### config.mk
export PLATFORM = sky130hd
export DESIGN_NAME = phase_sync_oscillator_core_flat
export DESIGN_NICKNAME = d
export VERILOG_FILES = /design/src/rtl/psync_pkg.sv /design/src/rtl/psync_if.sv /design/src/rtl/psync_div.sv /design/src/rtl/phase_sync_oscillator_core.sv /design/src/flat_wrapper.sv
export SDC_FILE = /design/constraint.sdc
export NUM_CORES = 1
export LEC_CHECK = 0
export BUFFER_PORTS_ARGS = -buffer_cell sky130_fd_sc_hd__buf_2
export CORE_ASPECT_RATIO = 1.25
export CORE_MARGIN = 4
export CORE_UTILIZATION = 60
export CTS_BUF_LIST = sky130_fd_sc_hd__clkbuf_8
export DETAILED_ROUTE_END_ITERATION = 8
export PLACE_DENSITY = 0.78
export SETUP_SLACK_MARGIN = 0.1
export SYNTH_ARGS = -nofsm -noshare
export SYNTH_HDL_FRONTEND = slang
export SYNTH_SLANG_ARGS = --single-unit
### constraint.sdc
create_clock -name clock -period 21.8 [get_ports clock]
set_input_delay 2.18 -clock clock [delete_from_list [all_inputs] [get_ports clock]]
set_output_delay 2.18 -clock clock [all_outputs]
set_load 0.01 [all_outputs]
### src/rtl/psync_pkg.sv
// ----------------------------------------------------------------------------
// psync_pkg - shared types and constants for the phase sync oscillator
// Widths of the shared divider, step counts and the command/status structs
// that pass between the sequencer and the divider.
// ----------------------------------------------------------------------------
`default_nettype none

package psync_pkg;

   // Field widths
   localparam int TIME_W   = 32;
   localparam int TIMER_W  = 16;
   localparam int SUM_W    = 48;
   localparam int COUNT_W  = 16;
   localparam int CORR_W   = 17;

   // Shared divider: dividend/quotient shift register, partial remainder
   localparam int DIV_W    = 49;
   localparam int REM_W    = 32;
   localparam int STEP_W   = 6;

   localparam logic [STEP_W-1:0]  ROUND_STEPS   = STEP_W'(DIV_W);
   localparam logic [STEP_W-1:0]  SHORT_STEPS   = STEP_W'(TIMER_W);

   localparam logic [TIMER_W-1:0] NOMINAL_RESET = 16'd256;
   localparam logic [TIMER_W-1:0] TIMER_MAX     = 16'hFFFF;
   localparam logic [COUNT_W-1:0] COUNT_MAX     = 16'hFFFF;

   localparam logic [SUM_W-1:0]   SUM_POS_LIMIT = {1'b0, {(SUM_W-1){1'b1}}};
   localparam logic [SUM_W-1:0]   SUM_NEG_LIMIT = {1'b1, {(SUM_W-1){1'b0}}};

   // Divider launch command
   typedef struct packed {
      logic               start;
      logic [STEP_W-1:0]  steps;
      logic [REM_W-1:0]   rem_init;
      logic [DIV_W-1:0]   dividend;
      logic [REM_W-1:0]   divisor;
   } psync_div_cmd_type;

   // Divider status
   typedef struct packed {
      logic               done;
      logic [DIV_W-1:0]   quotient;
      logic [REM_W-1:0]   remainder;
   } psync_div_rsp_type;

endpackage

`default_nettype wire

### src/rtl/psync_if.sv
// ----------------------------------------------------------------------------
// psync_if - handshake channels of the phase sync oscillator
// Request, response and register write channels, each valid/ready with a
// source and a sink modport.
// ----------------------------------------------------------------------------
`default_nettype none

interface psync_req_if;
   logic        valid;
   logic        ready;
   logic [31:0] now_ticks;
   logic        has_message;
   logic [15:0] neighbour_timer;

   modport source (output valid, output now_ticks, output has_message,
                   output neighbour_timer, input ready);
   modport sink   (input valid, input now_ticks, input has_message,
                   input neighbour_timer, output ready);
endinterface

interface psync_rsp_if;
   logic        valid;
   logic        ready;
   logic [15:0] elapsed_ticks;
   logic [15:0] period_ticks;
   logic [15:0] phase_fraction;
   logic        period_restarted;

   modport source (output valid, output elapsed_ticks, output period_ticks,
                   output phase_fraction, output period_restarted, input ready);
   modport sink   (input valid, input elapsed_ticks, input period_ticks,
                   input phase_fraction, input period_restarted, output ready);
endinterface

interface psync_csr_if;
   logic        valid;
   logic        ready;
   logic [15:0] nominal_period;

   modport source (output valid, output nominal_period, input ready);
   modport sink   (input valid, input nominal_period, output ready);
endinterface

`default_nettype wire

### src/rtl/psync_div.sv
// ----------------------------------------------------------------------------
// psync_div - shared restoring divider
// One quotient bit per cycle. The dividend is loaded at the top of the shift
// register, the partial remainder may be preloaded, and the step count is
// set per command. Quotient bits shift in at the bottom.
// ----------------------------------------------------------------------------
`default_nettype none

module psync_div (
   input  logic                         clock,
   input  logic                         reset,
   input  psync_pkg::psync_div_cmd_type cmd,
   output psync_pkg::psync_div_rsp_type rsp
);
   import psync_pkg::*;

   logic              busy_ff;
   logic              done_ff;
   logic [STEP_W-1:0] cnt_ff;
   logic [REM_W-1:0]  rem_ff;
   logic [DIV_W-1:0]  quo_ff;
   logic [REM_W-1:0]  dvs_ff;

   logic [REM_W:0]    trial;
   logic [REM_W:0]    trial_sub;
   logic              trial_ge;
   logic [REM_W-1:0]  rem_in;

   // Shift in the next dividend bit and try to subtract
   assign trial     = {rem_ff, quo_ff[DIV_W-1]};
   assign trial_sub = trial - {1'b0, dvs_ff};
   assign trial_ge  = (trial >= {1'b0, dvs_ff});
   assign rem_in    = trial_ge ? trial_sub[REM_W-1:0] : trial[REM_W-1:0];

   // Sequence the steps
   always_ff @(posedge clock) begin
      if (reset) begin
         busy_ff <= 1'b0;
         done_ff <= 1'b0;
         cnt_ff  <= '0;
      end else begin
         done_ff <= 1'b0;
         if (cmd.start) begin
            busy_ff <= 1'b1;
            cnt_ff  <= cmd.steps;
         end else if (busy_ff) begin
            cnt_ff <= cnt_ff - 1'b1;
            if (cnt_ff == STEP_W'(1)) begin
               busy_ff <= 1'b0;
               done_ff <= 1'b1;
            end
         end
      end
   end

   // Datapath registers
   always_ff @(posedge clock) begin
      if (cmd.start) begin
         rem_ff <= cmd.rem_init;
         quo_ff <= cmd.dividend;
         dvs_ff <= cmd.divisor;
      end else if (busy_ff) begin
         rem_ff <= rem_in;
         quo_ff <= {quo_ff[DIV_W-2:0], trial_ge};
      end
   end

   assign rsp.done      = done_ff;
   assign rsp.quotient  = quo_ff;
   assign rsp.remainder = rem_ff;

endmodule

`default_nettype wire

### src/rtl/phase_sync_oscillator_core.sv
// ----------------------------------------------------------------------------
// phase_sync_oscillator_core - pulse-coupled oscillator phase tracker
// Sequencer and state around one shared divider.
// ----------------------------------------------------------------------------
// Usage:
//   req_chan carries one item per software tick: now_ticks, has_message and
//   neighbour_timer. rsp_chan returns exactly one item for each request:
//   elapsed ticks, period length, Q0.16 phase and the restart flag.
//   csr_chan writes nominal_period (reset 256); it is always ready. The user
//   writes it only while no request is in flight; the block does not enforce it.
//   One request is worked on at a time; req_chan.ready is low meanwhile.
//   rsp_chan.valid rises once the item has run through the steps that it
//   needs, the long ones on the one restoring divider:
//     a 49-bit rounded quotient when a new period starts,
//     the direct correction when a message allows it,
//     else the wrap-aware remainder when a message needs it,
//     the phase quotient when it is needed (num < den, den != 0).
//   req_chan.ready returns when the result enters the output register,
//   so a new item is not accepted before the last one is finished.
//   The result waits in an output register: if rsp_chan stalls, a finished
//   item holds there and the next request is still accepted, but its own
//   result is not written until the register frees.
//   Reset (synchronous) clears all timing state, the message accumulator and
//   the count, drops any pending result and restores nominal_period to 256.
// ----------------------------------------------------------------------------
`default_nettype none

module phase_sync_oscillator_core (
   input  logic         clock,
   input  logic         reset,
   psync_req_if.sink    req_chan,
   psync_rsp_if.source  rsp_chan,
   psync_csr_if.sink    csr_chan
);
   import psync_pkg::*;

   typedef enum logic [3:0] {
      ST_IDLE,
      ST_ROUND_GO,
      ST_ROUND_WAIT,
      ST_CORR_GO,
      ST_CORR_WAIT,
      ST_APPLY,
      ST_PHASE_GO,
      ST_PHASE_WAIT,
      ST_FINISH
   } state_type;

   state_type             state_ff;

   logic [TIMER_W-1:0]    nominal_ff;
   logic [TIME_W-1:0]     last_ff;
   logic [TIME_W-1:0]     next_ff;
   logic [SUM_W-1:0]      sum_ff;
   logic [COUNT_W-1:0]    count_ff;

   logic [TIME_W-1:0]     now_ff;
   logic                  msg_ff;
   logic [TIMER_W-1:0]    theirs_ff;
   logic                  restart_ff;
   logic                  corr_neg_ff;
   logic [CORR_W-1:0]     corr_ff;
   logic [TIMER_W-1:0]    phase_ff;

   logic                  rsp_valid_ff;
   logic [TIMER_W-1:0]    rsp_elapsed_ff;
   logic [TIMER_W-1:0]    rsp_period_ff;
   logic [TIMER_W-1:0]    rsp_phase_ff;
   logic                  rsp_restart_ff;

   psync_div_cmd_type     div_cmd;
   psync_div_rsp_type     div_rsp;

   logic [TIME_W-1:0]     req_since;
   logic                  req_restart;

   logic [SUM_W-1:0]      sum_mag;
   logic [COUNT_W:0]      round_div;
   logic [DIV_W-1:0]      round_num;
   logic [TIME_W-1:0]     round_q;

   logic [TIME_W-1:0]     num;
   logic [TIME_W-1:0]     den;
   logic [CORR_W-1:0]     disc;
   logic [TIMER_W-1:0]    mag;
   logic [CORR_W:0]       wrap_diff;
   logic [TIMER_W-1:0]    wrap_mag;
   logic [TIMER_W-1:0]    corr_rem;

   logic [SUM_W:0]        sum_add;
   logic [SUM_W-1:0]      sum_sat;

   // Restart test on the arriving item
   assign req_since   = req_chan.now_ticks - last_ff;
   assign req_restart = (req_chan.now_ticks >= next_ff) || (req_since[TIME_W-1:TIMER_W] != '0);

   // Rounded quotient operands: (2|a| + d) / (2d) with d = 2*count + 1
   assign sum_mag   = sum_ff[SUM_W-1] ? (~sum_ff + 1'b1) : sum_ff;
   assign round_div = {count_ff, 1'b1};
   assign round_num = {sum_mag, 1'b0} + DIV_W'(round_div);
   assign round_q   = sum_ff[SUM_W-1] ? (~div_rsp.quotient[TIME_W-1:0] + 1'b1)
                                      : div_rsp.quotient[TIME_W-1:0];

   // Elapsed time and period length since the last restart
   assign num = now_ff - last_ff;
   assign den = next_ff - last_ff;

   // Neighbour discrepancy and its wrap distance from the nominal period
   assign disc      = {1'b0, theirs_ff} - {1'b0, num[TIMER_W-1:0]};
   assign mag       = disc[CORR_W-1] ? TIMER_W'(~disc + 1'b1) : disc[TIMER_W-1:0];
   assign wrap_diff = {2'b00, nominal_ff} - {2'b00, mag};
   assign wrap_mag  = wrap_diff[CORR_W] ? TIMER_W'(~wrap_diff + 1'b1)
                                        : wrap_diff[TIMER_W-1:0];
   assign corr_rem  = div_rsp.remainder[TIMER_W-1:0];

   // Saturating accumulate of the correction
   assign sum_add = {sum_ff[SUM_W-1], sum_ff} + {{(SUM_W+1-CORR_W){corr_ff[CORR_W-1]}}, corr_ff};
   always_comb begin
      if (sum_add[SUM_W] != sum_add[SUM_W-1]) begin
         sum_sat = sum_add[SUM_W] ? SUM_NEG_LIMIT : SUM_POS_LIMIT;
      end else begin
         sum_sat = sum_add[SUM_W-1:0];
      end
   end

   // Launch the shared divider from the go states
   always_comb begin
      div_cmd = '0;
      unique case (state_ff)
         ST_ROUND_GO: begin
            div_cmd.start    = 1'b1;
            div_cmd.steps    = ROUND_STEPS;
            div_cmd.dividend = round_num;
            div_cmd.divisor  = REM_W'({round_div, 1'b0});
         end
         ST_CORR_GO: begin
            div_cmd.start    = msg_ff && (mag >= (nominal_ff >> 1)) && (nominal_ff != '0);
            div_cmd.steps    = SHORT_STEPS;
            div_cmd.dividend = {wrap_mag, {(DIV_W-TIMER_W){1'b0}}};
            div_cmd.divisor  = REM_W'(nominal_ff);
         end
         ST_PHASE_GO: begin
            div_cmd.start    = (den != '0) && (num < den);
            div_cmd.steps    = SHORT_STEPS;
            div_cmd.rem_init = num;
            div_cmd.divisor  = den;
         end
         default: begin
            div_cmd = '0;
         end
      endcase
   end

   psync_div u_div (
      .clock (clock),
      .reset (reset),
      .cmd   (div_cmd),
      .rsp   (div_rsp)
   );

   // Sequencer, state and output register
   always_ff @(posedge clock) begin
      if (reset) begin
         state_ff     <= ST_IDLE;
         nominal_ff   <= NOMINAL_RESET;
         last_ff      <= '0;
         next_ff      <= '0;
         sum_ff       <= '0;
         count_ff     <= '0;
         rsp_valid_ff <= 1'b0;
      end else begin
         if (csr_chan.valid) begin
            nominal_ff <= csr_chan.nominal_period;
         end
         // Free the output register once its item is taken
         if (rsp_chan.ready && (state_ff != ST_FINISH)) begin
            rsp_valid_ff <= 1'b0;
         end

         unique case (state_ff)
            ST_IDLE: begin
               if (req_chan.valid) begin
                  now_ff     <= req_chan.now_ticks;
                  msg_ff     <= req_chan.has_message;
                  theirs_ff  <= req_chan.neighbour_timer;
                  restart_ff <= req_restart;
                  state_ff   <= req_restart ? ST_ROUND_GO : ST_CORR_GO;
               end
            end
            ST_ROUND_GO: begin
               state_ff <= ST_ROUND_WAIT;
            end
            ST_ROUND_WAIT: begin
               if (div_rsp.done) begin
                  last_ff  <= now_ff;
                  next_ff  <= now_ff + TIME_W'(nominal_ff) + round_q;
                  sum_ff   <= '0;
                  count_ff <= '0;
                  state_ff <= ST_CORR_GO;
               end
            end
            ST_CORR_GO: begin
               priority if (!msg_ff) begin
                  state_ff <= ST_PHASE_GO;
               end else if (mag < (nominal_ff >> 1)) begin
                  corr_ff  <= ~disc + 1'b1;
                  state_ff <= ST_APPLY;
               end else if (nominal_ff == '0) begin
                  corr_ff  <= '0;
                  state_ff <= ST_APPLY;
               end else begin
                  corr_neg_ff <= disc[CORR_W-1] ^ wrap_diff[CORR_W];
                  state_ff    <= ST_CORR_WAIT;
               end
            end
            ST_CORR_WAIT: begin
               if (div_rsp.done) begin
                  corr_ff  <= corr_neg_ff ? (~{1'b0, corr_rem} + 1'b1) : {1'b0, corr_rem};
                  state_ff <= ST_APPLY;
               end
            end
            ST_APPLY: begin
               sum_ff <= sum_sat;
               if (count_ff != COUNT_MAX) begin
                  count_ff <= count_ff + 1'b1;
               end
               state_ff <= ST_PHASE_GO;
            end
            ST_PHASE_GO: begin
               if ((den != '0) && (num < den)) begin
                  state_ff <= ST_PHASE_WAIT;
               end else begin
                  phase_ff <= TIMER_MAX;
                  state_ff <= ST_FINISH;
               end
            end
            ST_PHASE_WAIT: begin
               if (div_rsp.done) begin
                  phase_ff <= div_rsp.quotient[TIMER_W-1:0];
                  state_ff <= ST_FINISH;
               end
            end
            ST_FINISH: begin
               if (!rsp_valid_ff || rsp_chan.ready) begin
                  rsp_valid_ff   <= 1'b1;
                  rsp_elapsed_ff <= num[TIMER_W-1:0];
                  rsp_period_ff  <= den[TIMER_W-1:0];
                  rsp_phase_ff   <= phase_ff;
                  rsp_restart_ff <= restart_ff;
                  state_ff       <= ST_IDLE;
               end
            end
            default: begin
               state_ff <= ST_IDLE;
            end
         endcase
      end
   end

   assign req_chan.ready            = (state_ff == ST_IDLE);
   assign csr_chan.ready            = 1'b1;
   assign rsp_chan.valid            = rsp_valid_ff;
   assign rsp_chan.elapsed_ticks    = rsp_elapsed_ff;
   assign rsp_chan.period_ticks     = rsp_period_ff;
   assign rsp_chan.phase_fraction   = rsp_phase_ff;
   assign rsp_chan.period_restarted = rsp_restart_ff;

endmodule

`default_nettype wire

### src/flat_wrapper.sv
// flat-port wrapper written by rule: the top's interface ports become plain ports
module phase_sync_oscillator_core_flat import psync_pkg::*;
  (clock, reset, req_chan_valid, req_chan_now_ticks, req_chan_has_message, req_chan_neighbour_timer, req_chan_ready, rsp_chan_valid, rsp_chan_elapsed_ticks, rsp_chan_period_ticks, rsp_chan_phase_fraction, rsp_chan_period_restarted, rsp_chan_ready, csr_chan_valid, csr_chan_nominal_period, csr_chan_ready);
  psync_req_if req_chan_i ();
  psync_rsp_if rsp_chan_i ();
  psync_csr_if csr_chan_i ();
  input  logic clock;
  input  logic reset;
  input wire logic [$bits(req_chan_i.valid)-1:0] req_chan_valid;
  input wire logic [$bits(req_chan_i.now_ticks)-1:0] req_chan_now_ticks;
  input wire logic [$bits(req_chan_i.has_message)-1:0] req_chan_has_message;
  input wire logic [$bits(req_chan_i.neighbour_timer)-1:0] req_chan_neighbour_timer;
  output wire logic [$bits(req_chan_i.ready)-1:0] req_chan_ready;
  output wire logic [$bits(rsp_chan_i.valid)-1:0] rsp_chan_valid;
  output wire logic [$bits(rsp_chan_i.elapsed_ticks)-1:0] rsp_chan_elapsed_ticks;
  output wire logic [$bits(rsp_chan_i.period_ticks)-1:0] rsp_chan_period_ticks;
  output wire logic [$bits(rsp_chan_i.phase_fraction)-1:0] rsp_chan_phase_fraction;
  output wire logic [$bits(rsp_chan_i.period_restarted)-1:0] rsp_chan_period_restarted;
  input wire logic [$bits(rsp_chan_i.ready)-1:0] rsp_chan_ready;
  input wire logic [$bits(csr_chan_i.valid)-1:0] csr_chan_valid;
  input wire logic [$bits(csr_chan_i.nominal_period)-1:0] csr_chan_nominal_period;
  output wire logic [$bits(csr_chan_i.ready)-1:0] csr_chan_ready;
  assign req_chan_i.valid = req_chan_valid;
  assign req_chan_i.now_ticks = req_chan_now_ticks;
  assign req_chan_i.has_message = req_chan_has_message;
  assign req_chan_i.neighbour_timer = req_chan_neighbour_timer;
  assign req_chan_ready = req_chan_i.ready;
  assign rsp_chan_valid = rsp_chan_i.valid;
  assign rsp_chan_elapsed_ticks = rsp_chan_i.elapsed_ticks;
  assign rsp_chan_period_ticks = rsp_chan_i.period_ticks;
  assign rsp_chan_phase_fraction = rsp_chan_i.phase_fraction;
  assign rsp_chan_period_restarted = rsp_chan_i.period_restarted;
  assign rsp_chan_i.ready = rsp_chan_ready;
  assign csr_chan_i.valid = csr_chan_valid;
  assign csr_chan_i.nominal_period = csr_chan_nominal_period;
  assign csr_chan_ready = csr_chan_i.ready;
  phase_sync_oscillator_core u_core (.clock(clock), .reset(reset), .req_chan(req_chan_i), .rsp_chan(rsp_chan_i), .csr_chan(csr_chan_i));
endmodule
==> impl_metrics.csv <==
group,metric,value,unit
synthesis,synth.avg_cell_area,8.867,um2
floorplanning,die_area,0.05867,mm2
hold_path,holdCritStartpoint,"u_core.phase_ff[9]",
critical_path,crit_end,"u_core.u_div.quo_ff[33]",
critical_path,critPathLaunch,"u_core.now_ff[2]",
synthesis,yosys_warnings,0,
clocking,clockBufferDepth,3,
critical_path,cp.arrival,8.78,ns
clocking,insertion_delay,0.69,ns
drt,post-route-drc-count,0,
cells_and_area,drive_above_1_share,8.620,%
cells_and_area,area_delta_synth_final,8.484,%
floorplanning,dieWidth,217.5,um
place,pre_cts_ws,13.68,ns
global_routing,track_usage,32.75,%
cells_and_area,fin_cells,4591,
critical_path,reg2reg_slack,13.43,ns
drt,antenna_left,0,
outcome,status,"finished, final reports clean",
floorplanning,ioPinCount,122,
power,power_density,125.6,mW/mm2
synthesis,ys_types,97,
drt,num_vias,28826,
power,vdd_ir_drop_max,0.08398,mV
sta,slew_violations,0,
synthesis,synthArstFlopShare,0,%
floorplanning,rows,95,
place,io_buffers,120,
place,finalWeightedCongestion,1.027,
synthesis,netlist_area,0.03290,mm2
clocking,cts_hold_buf,0,
cells_and_area,most-common-layout-cells,"ha_1 (342), nand2_1 (326), inv_1 (313), a21oi_1 (294), edfxtp_1 (246)",
sta,setup_viol,0,
global_routing,grt_pass1_vias,27694,
hold_path,hold_path.class,"reg2reg",
drt,first_pass_iters,6,
global_routing,gr-total-overflow,0,
sta,tightest_slew,1.197,ns
critical_path,crit_path_end_kind,"flop",
cells_and_area,fin_util,66.00,%
drt,viasPerCell,6.279,
synthesis,synth_ff_type,"edfxtp_1",
critical_path,startpoint_type,"flop",
clocking,root_buffer,"clkbuf_8",
sta,skew,0.04181,ns
drt,wirelength,98980,um
clocking,cts.htree.levels,3,
clocking,path_clk_slew,0.06,ns
critical_path,reg2regPathDepth,29,
drt,wire_per_inst,21.56,um
global_routing,grt_max_degree,82,
cells_and_area,register_area,0.01053,mm2
critical_path,r2r-start,"u_core.now_ff[2]",
place,hpwl,75510,um
global_routing,grt_pass1_wl,152800,um
synthesis,ys_seq_area_share,32.00,%
cells_and_area,nNetsFinal,4241,
sta,slew_headroom,19.79,%
floorplanning,initial_core_util,60.84,%
cells_and_area,multi_input_area,0.02079,mm2
run,maxCapViolations,0,
critical_path,worst_ep_required_time,22.21,ns
critical_path,worst-path-max-fanout,64,
cells_and_area,final_common_cell,"ha_1",
floorplanning,core-area,0.05408,mm2
power,leakagePower,0.01494,uW
critical_path,slowest_delay,0.83,ns
clocking,cts_tree,"yes",
sta,setup_ws,13.43,ns
place,dp.cells,4459,
floorplanning,die_y,269.8,um
synthesis,synth_edf_count,246,
sta,fin_setup_tns,0,ns
critical_path,r2r-end,"u_core.u_div.quo_ff[33]",
synthesis,syn_inst,3711,
cells_and_area,fillers,4585,
clocking,cts_resized,0,
clocking,cts_setup_buffers,0,
sta,hold_viol_final,0,
clocking,cts_buffers,71,
sta,grt_setup_unrepaired,"false",
global_routing,antenna_found_initial,1,
sta,timing.final.crit_share,38.41,%
critical_path,cp_common_cell,"o21ai_0",
drt,drtIter0Drc,2631,
sta,hold_ws,0.4175,ns
synthesis,synth_seq_cells,403,
critical_path,crit_slowest_cell,"buf_4",
sta,min_period,8.373,ns
synthesis,syn_nets,4147,
critical_path,path_class,"reg2reg",
clocking,cts_num_sinks,403,
sta,max_freq,119.4,MHz
-- area by class of cell --
class,count,area share [%]
sequential,403,29.50
multi-input combinational,2881,58.25
timing repair buffer,147,2.257
clock buffer,86,3.316
tap,727,2.548
inverter,301,3.169
antenna,1,0.007010
clock inverter,45,0.9464
-- routing by layer --
| layer | track usage, % | up-vias | wire length, um |
|---|---|---|---|
| met5 | 0 | - | 0 |
| met4 | 22.47 | 0 | 7739 |
| met3 | 4.366 | 285 | 6695 |
| met2 | 53.28 | 1119 | 45460 |
| met1 | 40.25 | 13706 | 39080 |
| li1 | - | 13716 | - |
-- sequential cells by signal (all words and copies together) (netlist names), 16 cells and up --
signal                          flops
u_core.next_ff                     32
u_core.rsp_chan.phase_fraction     16
u_core.now_ff                      32
u_core.count_ff                    16
u_core.last_ff                     32
u_core.u_div.rem_ff                32
u_core.theirs_ff                   16
u_core.u_div.dvs_ff                32
u_core.sum_ff                      48
u_core.u_div.quo_ff                49
u_core.rsp_chan.period_ticks       16
u_core.phase_ff                    16
u_core.nominal_ff                  16
u_core.rsp_chan.elapsed_ticks      16
u_core.corr_ff                     17
-- stage by stage --
| stage | power [uW] | area (um2) |
|---|---|---|
| global route | 4783 | 35700 |
| global placement | 3624 | 34170 |
| detailed placement | 3654 | 34170 |
| CTS | 4438 | 35690 |
| floorplan | 3016 | 32900 |
| finish | 4484 | 35700 |
-- Yosys cell counts, drive strengths merged (46+ instances only) --
library cell | instances | area share [%]
ha | 342 | 13
nand2 | 326 | 3.7
inv | 300 | 3.4
a21oi | 296 | 4.5
edfxtp | 246 | 22
nor2 | 229 | 2.6
xnor2 | 221 | 5.9
o21ai | 208 | 3.2
dfxtp | 157 | 9.6
xor2 | 146 | 3.9
a21o | 112 | 2.6
clkbuf | 101 | 1.2
nand3 | 65 | 0.99
nor3 | 63 | 1.1
nand2b | 58 | 1.1
nor2b | 53 | 1.0
nand4 | 49 | 0.93
o22ai | 46 | 1.0
-- worst min path at each step --
stage                                               endpoint  slack (ns)  cells after the start
after floorplan             u_core.rsp_chan.period_restarted        0.40                      0
after global placement    u_core.rsp_chan.phase_fraction[14]        0.40                      0
after detailed placement   u_core.rsp_chan.phase_fraction[9]        0.41                      0
after CTS                  u_core.rsp_chan.phase_fraction[6]        0.42                      0
after global routing       u_core.rsp_chan.phase_fraction[3]        0.43                      0
final                      u_core.rsp_chan.phase_fraction[9]        0.42                      0
-- logic make-up (layout without fill, tap and decap cells) --
family                   Yosys count  after routing  share of synthesized area, %
AO/OA/AOI/OAI                   1054           1054                         21.18
buffers and inverters            427            579                         5.031
AND/OR/NAND/NOR                 1037           1037                         15.57
XOR/XNOR                         369            369                         9.951
other                              1              2                       0.01140
multiplexers                      50             50                         1.662
adder cells (fa/ha/maj)          370            370                         14.59
flip-flops                       403            403                         32.00
-- power by group --
part | internal (uW) | switching, uW | leakage, uW
clock network | 419 | 345 | 0.000831
logic | 994 | 1560 | 0.0105
registers | 1050 | 123 | 0.00357
total | 2460 | 2020 | 0.0149
-- critical path, delay by kind of cell, from the launching register on --
| kind | cells | cell delay [ns] |
|---|---|---|
| AO/OA/AOI/OAI | 15 | 3.76 |
| buffers and inverters | 5 | 1.87 |
| AND/OR/NAND/NOR | 5 | 0.72 |
| adder cells (fa/ha/maj) | 2 | 0.67 |
| flip-flops | 1 | 0.42 |
| multiplexers | 1 | 0.41 |
| XOR/XNOR | 1 | 0.18 |
Power figures use the tool's default switching activity.
